### src/hw/rtl/mf3_pkg.sv
// ----------------------------------------------------------------------------
// mf3_pkg
// Shared types, sizes and the 9-input median network of the 3x3 median filter.
// ----------------------------------------------------------------------------
`timescale 1ns / 1ps
`default_nettype none

package mf3_pkg;

  localparam int MAX_WIDTH  = 1024;
  localparam int MAX_HEIGHT = 4096;
  localparam int COL_W      = $clog2(MAX_WIDTH);
  localparam int ROW_W      = $clog2(MAX_HEIGHT);
  localparam int WIDTH_W    = 11;
  localparam int HEIGHT_W   = 13;
  localparam int ADDR_W     = 3;

  localparam logic [WIDTH_W-1:0]  WIDTH_RESET  = 11'd640;
  localparam logic [HEIGHT_W-1:0] HEIGHT_RESET = 13'd480;

  // register index, taken from paddr[2]
  localparam logic REG_WIDTH  = 1'b0;
  localparam logic REG_HEIGHT = 1'b1;

  typedef logic [23:0]      pix_t;
  typedef logic [COL_W-1:0] col_t;
  typedef logic [ROW_W-1:0] row_t;
  typedef logic [1:0]       sel_t;

  // line store write request
  typedef struct packed {
    logic en;
    col_t addr;
    pix_t upper;
    pix_t lower;
  } lb_wr_t;

  // compare-exchange pairs of the 19-step median-of-9 network
  localparam int MED_STEPS = 19;
  localparam int MED_A [MED_STEPS] =
    '{1, 4, 7, 0, 3, 6, 1, 4, 7, 0, 5, 4, 3, 1, 2, 4, 4, 6, 4};
  localparam int MED_B [MED_STEPS] =
    '{2, 5, 8, 1, 4, 7, 2, 5, 8, 3, 8, 7, 6, 4, 5, 7, 2, 4, 2};

  function automatic logic [7:0] med9(input logic [8:0][7:0] v);
    logic [8:0][7:0] p;
    logic [7:0]      t;
    p = v;
    for (int k = 0; k < MED_STEPS; k++) begin
      if (p[MED_A[k]] > p[MED_B[k]]) begin
        t            = p[MED_A[k]];
        p[MED_A[k]]  = p[MED_B[k]];
        p[MED_B[k]]  = t;
      end
    end
    return p[4];
  endfunction

endpackage

`default_nettype wire

### src/hw/rtl/mf3_median.sv
// ----------------------------------------------------------------------------
// mf3_median
// Per-channel median of nine 24-bit pixels.
// ----------------------------------------------------------------------------
`timescale 1ns / 1ps
`default_nettype none

module mf3_median (
  input  wire mf3_pkg::pix_t nbr [9],
  output logic [7:0]         med0,
  output logic [7:0]         med1,
  output logic [7:0]         med2
);

  logic [8:0][7:0] ch0, ch1, ch2;

  // split into channel planes
  always_comb begin
    for (int i = 0; i < 9; i++) begin
      ch0[i] = nbr[i][7:0];
      ch1[i] = nbr[i][15:8];
      ch2[i] = nbr[i][23:16];
    end
  end

  assign med0 = mf3_pkg::med9(ch0);
  assign med1 = mf3_pkg::med9(ch1);
  assign med2 = mf3_pkg::med9(ch2);

endmodule

`default_nettype wire

### config.mk
export PLATFORM = sky130hd
export DESIGN_NAME = mf3_median
export DESIGN_NICKNAME = d
export VERILOG_FILES = /design/src/hw/rtl/mf3_pkg.sv /design/src/hw/rtl/mf3_median.sv
export SDC_FILE = /design/constraint.sdc
export NUM_CORES = 1
export LEC_CHECK = 0
export BUFFER_PORTS_ARGS = -buffer_cell sky130_fd_sc_hd__buf_2
export CORE_AREA = 2 2 216 197
export DETAILED_ROUTE_END_ITERATION = 6
export DIE_AREA = 0 0 218 199
export PLACE_DENSITY = 0.8
export SLEW_MARGIN = 20
export SYNTH_ARGS = -nofsm -noshare
export SYNTH_HDL_FRONTEND = slang
export SYNTH_SLANG_ARGS = --single-unit
### constraint.sdc
create_clock -name vclk -period 19.58
set_clock_uncertainty 0.2 [all_clocks]
set_input_delay 0.979 -clock vclk [all_inputs]
set_output_delay 0.979 -clock vclk [all_outputs]
set_load 0.01 [all_outputs]
# == Word-level counts from Yosys, hierarchy flattened ==
# Cells that the tools add are included.
# totals
ff_bits,0
inputBits,216
output_inout_bits,24
wordCells,120
# op_classes
magnitude_cmp,57
mux,63
# op_table
cell,n
8-bit greater-than comparator,57
16-bit two-way mux,27
8-bit two-way mux,36

# == Longest topological paths before layout ==
# Gate-level depths: netlist of the first run.
# logic_depth
word_depth,18
depth_mapped,95
depth_no_buf,86

# == Worst setup path after synthesis of the first run ==
# No wires, ideal clock.
# synth_path
path_kind,input port to output port
start,input nbr[83] (netlist bit)
end,output med1[1]
t_arrival_ns,17.691
t_required_ns,18.401
setup_slack_ns,0.710
path_stages,94
cell_sequence,inv_1 -> ha_1 -> a21o_1 -> a21oi_1 -> a21oi_2 -> o21ai_2 -> clkbuf_1 -> clkbuf_1 -> nand2_1 -> o21ai_0 -> inv_1 -> ha_1 -> a21oi_1 -> o21a_1 -> a21oi_1 -> a21o_1 -> a31o_1 -> or3_4 -> [58 not listed] -> a21oi_1 -> nand2_1 -> o22ai_1 -> o221ai_2 -> o21ai_4 -> mux2i_1 -> ha_1 -> nor2b_1 -> o21a_1 -> o21ai_0 -> nand2b_1 -> a21oi_1 -> o21ai_0 -> o21ai_1 -> nand2_1 -> inv_1 -> a21oi_1 -> o221ai_1
# synth_via
elab_chain_cells,18
# synth_lines
item,line_no,text
"start, declared",mf3_median.sv:9,"input wire mf3_pkg::pix_t nbr [9],"
8-bit greater-than comparator,mf3_pkg.sv:50,if (p[MED_A[k]] > p[MED_B[k]]) begin
16-bit two-way mux (*),mf3_pkg.sv:50,
8-bit greater-than comparator,mf3_pkg.sv:50,
16-bit two-way mux,mf3_pkg.sv:50,
8-bit greater-than comparator,mf3_pkg.sv:50,
16-bit two-way mux,mf3_pkg.sv:50,
8-bit greater-than comparator,mf3_pkg.sv:50,
8-bit two-way mux,mf3_pkg.sv:50,
[2 not listed],--,
8-bit greater-than comparator,mf3_pkg.sv:50,
8-bit two-way mux,mf3_pkg.sv:50,
8-bit greater-than comparator,mf3_pkg.sv:50,
8-bit two-way mux,mf3_pkg.sv:50,
8-bit greater-than comparator,mf3_pkg.sv:50,
8-bit two-way mux,mf3_pkg.sv:50,
8-bit greater-than comparator,mf3_pkg.sv:50,
8-bit two-way mux (*),mf3_pkg.sv:50,
"end, declared",mf3_median.sv:11,"output logic [7:0] med1,"
# Every way passes the cells marked *; elsewhere a longest branch is shown, timed or not.

# == Final worst setup path of the first run ==
# layout_path
start,input nbr[4] (netlist bit)
end,output med0[1]
# layout_via
elab_chain_cells,18
# layout_lines
item,line_no,text
8-bit greater-than comparator,mf3_pkg.sv:50,
16-bit two-way mux (*),mf3_pkg.sv:50,
8-bit greater-than comparator,mf3_pkg.sv:50,
16-bit two-way mux,mf3_pkg.sv:50,
8-bit greater-than comparator,mf3_pkg.sv:50,
16-bit two-way mux,mf3_pkg.sv:50,
8-bit greater-than comparator,mf3_pkg.sv:50,
8-bit two-way mux,mf3_pkg.sv:50,
[2 not listed],--,
8-bit greater-than comparator,mf3_pkg.sv:50,
8-bit two-way mux,mf3_pkg.sv:50,
8-bit greater-than comparator,mf3_pkg.sv:50,
8-bit two-way mux,mf3_pkg.sv:50,
8-bit greater-than comparator,mf3_pkg.sv:50,
8-bit two-way mux,mf3_pkg.sv:50,
8-bit greater-than comparator,mf3_pkg.sv:50,
8-bit two-way mux (*),mf3_pkg.sv:50,
"end, declared",mf3_median.sv:10,"output logic [7:0] med0,"
# Marked as above.

==> results_dict.tcl, run 1 <==
set metrics [dict create \
    critPathSlowestCell "o21ai_0" \
    endpoint_kind "output port" \
    relSlewSlack_pct 28.52 \
    ys_types 84 \
    syn_to_final_growth_pct 10.27 \
    antenna_found_initial 24 \
    outcome "complete, no violations" \
    synth.avg_cell_area_sq_um 6.934 \
    cp.arrival_ps 17420 \
    synth_fp_nets 3580 \
    muxShareOfSynthArea_pct 18.52 \
    max_freq_ghz 0.05378 \
    grt_max_degree 30 \
    start_kind "input pin" \
    criticalPathCategory "input pin to output port" \
    pin_count 240 \
    hold_viol_final 0 \
    grt_pass1_vias 19320 \
    grt_use_total_pct 26.01 \
    required_ps 18400 \
    yosysWarningCount 0 \
    synthAdderAreaFrac_pct 27.37 \
    synth_area_leaders "ha_1 27%, mux2i_1 13%, inv_1 6.5%, o21ai_0 6.1%, a21oi_1 6.0%" \
    critPathMostFrequentCell "o21ai_0" \
    die-area_sq_um 43380 \
    finalCritPeriodShare_pct 94.97 \
    synth_compound_area_share_pct 26.75 \
    ys_seq_area_share_pct 0 \
    tightest_slew_ps 1072 \
    gr-total-overflow 0 \
    regArea_sq_um 0 \
    crit_fanout 26 \
    period_minus_slack_ps 18600 \
    cts_hold_buf 0 \
    wl_per_cell_um 16.46 \
    drive_gt1_share_pct 14.04 \
    syn-cell-area_sq_um 20270 \
    clkbuf_count 0 \
    hpwl_mm 51.88 \
    port_buffers 240 \
    critical_path.max_stage_delay_ps 480 \
    seq_cell_count 0 \
    drt_iter0_drc 1787 \
    firstDrtPassIters 7 \
    yosysTopAreaCellShare_pct 27.22 \
    wl_mm 60.34 \
    tns_ps 0 \
    rows 71 \
    die_w_um 218 \
    hold_class "input pin to output port" \
    drc 0 \
    grt_pass1_wl_mm 94.20 \
    initial_utilization_pct 49.17 \
    cap_violations 0 \
    die_y_um 199 \
    report.final.slew_viol_count 0 \
    syn_inst 2923 \
    ant_nets 0 \
    synth_xor_area_share_pct 0.08642 \
    setup_viol 0 \
    place.gp.congestion 0.9807 \
    num_vias 21590 \
    fin_nets 3764 \
    synth_top_family_by_area "adder cells" \
    core_area_sq_um 41220 \
    viasPerCell 5.888 \
    synthSimpleGateAreaFrac_pct 18.93 \
    yosysTopAreaCell "ha_1" \
]
[routing by layer]
metal	up-vias	routed length, um	global-route usage (%)
met5	-	112	0
met4	18	1576	6.853
met3	112	4127	2.905
met2	671	26780	42.83
met1	9743	27740	35.80
li1	11040	-	-
[what timing repair did]
action / 4_1_cts / 5_1_grt
gates resized for setup: 2 / 52
buffers inserted: 0 / 6
pin swaps: 0 / 7
cloned: 0 / 5
endpoints found under the setup margin: 6 / 24
[final timing paths]
check,start,endpoint,slack (ps),cells past startpoint
setup / recovery,nbr[4],med0[1],980,75
hold / removal,nbr[64],med2[0],2690,10
[final cells by class]
type / count / area [sq um]
diodes: 14 / 35.03
repair buffers: 273 / 1461
multi-input cells: 2480 / 18850
fillers: 4021 / 18870
well taps: 547 / 684.4
inverters: 352 / 1321
[placed cells by master (no fill, tap or decap), types with 34 or more instances in the layout]
cell / count
buf_2: 240
nand4_1: 47
nand2b_1: 38
nand2_1: 239
a21oi_1: 241
o21a_1: 79
inv_1: 351
a21o_1: 83
mux2i_1: 265
o21ai_0: 237
nand3_1: 89
nor2_1: 191
ha_1: 441
o22ai_1: 34
mux2_2: 82
nor2b_1: 53
[worst max-delay path: cells and delay by family]
family	cells	cell delay [ps]
AND/OR/NAND/NOR	12	2300
multiplexers	5	1570
buffers and inverters	8	930
AO/OA/AOI/OAI	41	8910
adder cells (fa/ha/maj)	9	2710
[cell usage after synthesis, types with 15 or more instances]
library cell / count
o21ai_0: 247
a31oi_1: 23
nor2_1: 193
mux2_2: 82
a21o_1: 84
nor2b_1: 53
clkbuf_1: 79
nand2_1: 241
o21a_1: 81
inv_1: 352
o22ai_1: 34
nand4_1: 47
mux2i_1: 273
a21oi_1: 244
nand2b_1: 38
nand3_1: 90
ha_1: 441
nor3_1: 25
and3_1: 31
o21bai_1: 15
[per-stage QoR]
step | instances | area (sq um) | worst slack [ps] | hold WS [ps] | utilization (%)
detailed placement | 3640 | 22010 | 1.771 | 2662 | 53.39
finish | 3666 | 22350 | 984.9 | 2689 | 54.23
CTS | 3640 | 22010 | 80.11 | 2667 | 53.41
global placement | 3640 | 22010 | 289.6 | 2653 | 53.39
global route | 3662 | 22340 | -189.7 | 2773 | 54.20
floorplan | 2923 | 20270 | 710.3 | 2207 | -
[kinds of logic (layout without fill, tap and decap cells)]
kind of cell,Yosys count,count (layout)
AO/OA/AOI/OAI,873,878
XOR/XNOR,2,2
adder cells (fa/ha/maj),444,444
buffers and inverters,448,625
multiplexers,363,363
other,0,14
AND/OR/NAND/NOR,793,793
Power of run 1 is not shown: default switching activity piles up to over one toggle a cycle in this logic, so the estimate is an artifact.
==> inputs of run 2 (changes only) <==
PLACE_DENSITY = 0.72   (was 0.8)
==> run 2 against run 1 <==
Against the previous run: die area stayed put; sequential share of layout area stayed put; via count rose by 4.9%; global-route usage increased by 2.9 points; worst setup slack got worse by 44 ps; count of clock-buffer cells in the layout stayed put; non-clock buffer count grew 27; critical path depth rose by 10; largest cell class unchanged; final cell count is 0.87% higher; utilization grew 0.63 points.
==> results_dict.tcl, run 2 (same netlist as run 1, synthesis figures left out) <==
set metrics [dict create \
    outcome "complete, no violations" \
    required_ps 18400 \
    grt_pass1_vias 20520 \
    endpoint_kind "output port" \
    grt_use_total_pct 28.95 \
    drc 0 \
    place.gp.congestion 1.057 \
    drt_iter0_drc 1737 \
    wl_mm 67.71 \
    tightest_slew_ps 1050 \
    crit_fanout 18 \
    regArea_sq_um 0 \
    die_w_um 218 \
    hold_class "input pin to output port" \
    firstDrtPassIters 6 \
    seq_cell_count 0 \
    viasPerCell 6.123 \
    period_minus_slack_ps 18640 \
    core_area_sq_um 41220 \
    hpwl_mm 58.32 \
    initial_utilization_pct 49.17 \
    wl_per_cell_um 18.31 \
    port_buffers 240 \
    max_freq_ghz 0.05365 \
    relSlewSlack_pct 29.38 \
    cp.arrival_ps 17460 \
    grt_pass1_wl_mm 103.9 \
    fin_nets 3792 \
    report.final.slew_viol_count 0 \
    dp.cells 3648 \
    grt_max_degree 31 \
    rows 71 \
    cts_hold_buf 0 \
    die_y_um 199 \
    criticalPathCategory "input pin to output port" \
    drive_gt1_share_pct 15.00 \
    start_kind "input pin" \
    syn_to_final_growth_pct 11.54 \
    hold_viol_final 0 \
    final_common_cell "ha_1" \
    gr-total-overflow 0 \
    layout_common_cells "441 x ha_1, 351 x inv_1, 264 x mux2i_1, 240 x buf_2, 239 x a21oi_1" \
    critical_path.max_stage_delay_ps 530 \
    finalCritPeriodShare_pct 95.20 \
    cap_violations 0 \
    finalNonFillerCells 3698 \
    setup_viol 0 \
    num_vias 22640 \
    pin_count 240 \
    antenna_found_initial 23 \
    ant_nets 0 \
    die-area_sq_um 43380 \
    critPathSlowestCell "or4b_4" \
    clkbuf_count 0 \
]
-- run 2: final timing paths --
check | cells after the start | from | to | slack, ps
setup / recovery | 85 | nbr[14] | med1[1] | 940
hold / removal | 6 | nbr[48] | med0[0] | 2620
-- run 2: what timing repair did --
item | in CTS | in global routing
resized for setup | 1 | 64
buffers inserted | 0 | 26
gates cloned | 0 | 6
setup endpoints to repair | 2 | 24
pin swaps | 0 | 11
-- run 2: routing by layer --
| metal | vias up | global-route usage [%] | routed length, um |
|---|---|---|---|
| met5 | - | 0 | 75 |
| met4 | 12 | 7.559 | 2069 |
| met3 | 124 | 4.037 | 5344 |
| met2 | 846 | 47.63 | 29760 |
| met1 | 10550 | 39.43 | 30460 |
| li1 | 11120 | - | - |
-- run 2: area by class of cell --
class                      instances  area [sq um]
tap                              547         684.4
timing repair buffer             300          1655
antenna                           18         45.04
fill                            3981         18610
inverter                         352          1325
multi-input combinational       2481         18900
-- run 2: stage by stage --
step	cell area [sq um]	worst slack [ps]	setup TNS [ps]	utilization (%)	hold slack, ps
2_1_floorplan	20270	710.3	0	-	2207
3_3_place_gp	22070	-187.1	-370.0	53.53	2640
3_5_place_dp	22070	-67.34	-123.3	53.53	2630
4_1_cts	22070	47.24	0	53.55	2630
5_1_grt	22590	-112.5	-375.0	54.80	2710
6_report	22610	940.7	0	54.85	2618
-- run 2: worst max-delay path: cells and delay by family --
| family | cells | cell delay [ps] |
|---|---|---|
| AND/OR/NAND/NOR | 19 | 3130 |
| multiplexers | 6 | 2040 |
| AO/OA/AOI/OAI | 39 | 7010 |
| adder cells (fa/ha/maj) | 9 | 2380 |
| buffers and inverters | 12 | 1910 |
Power of run 2 is left out for the same reason.
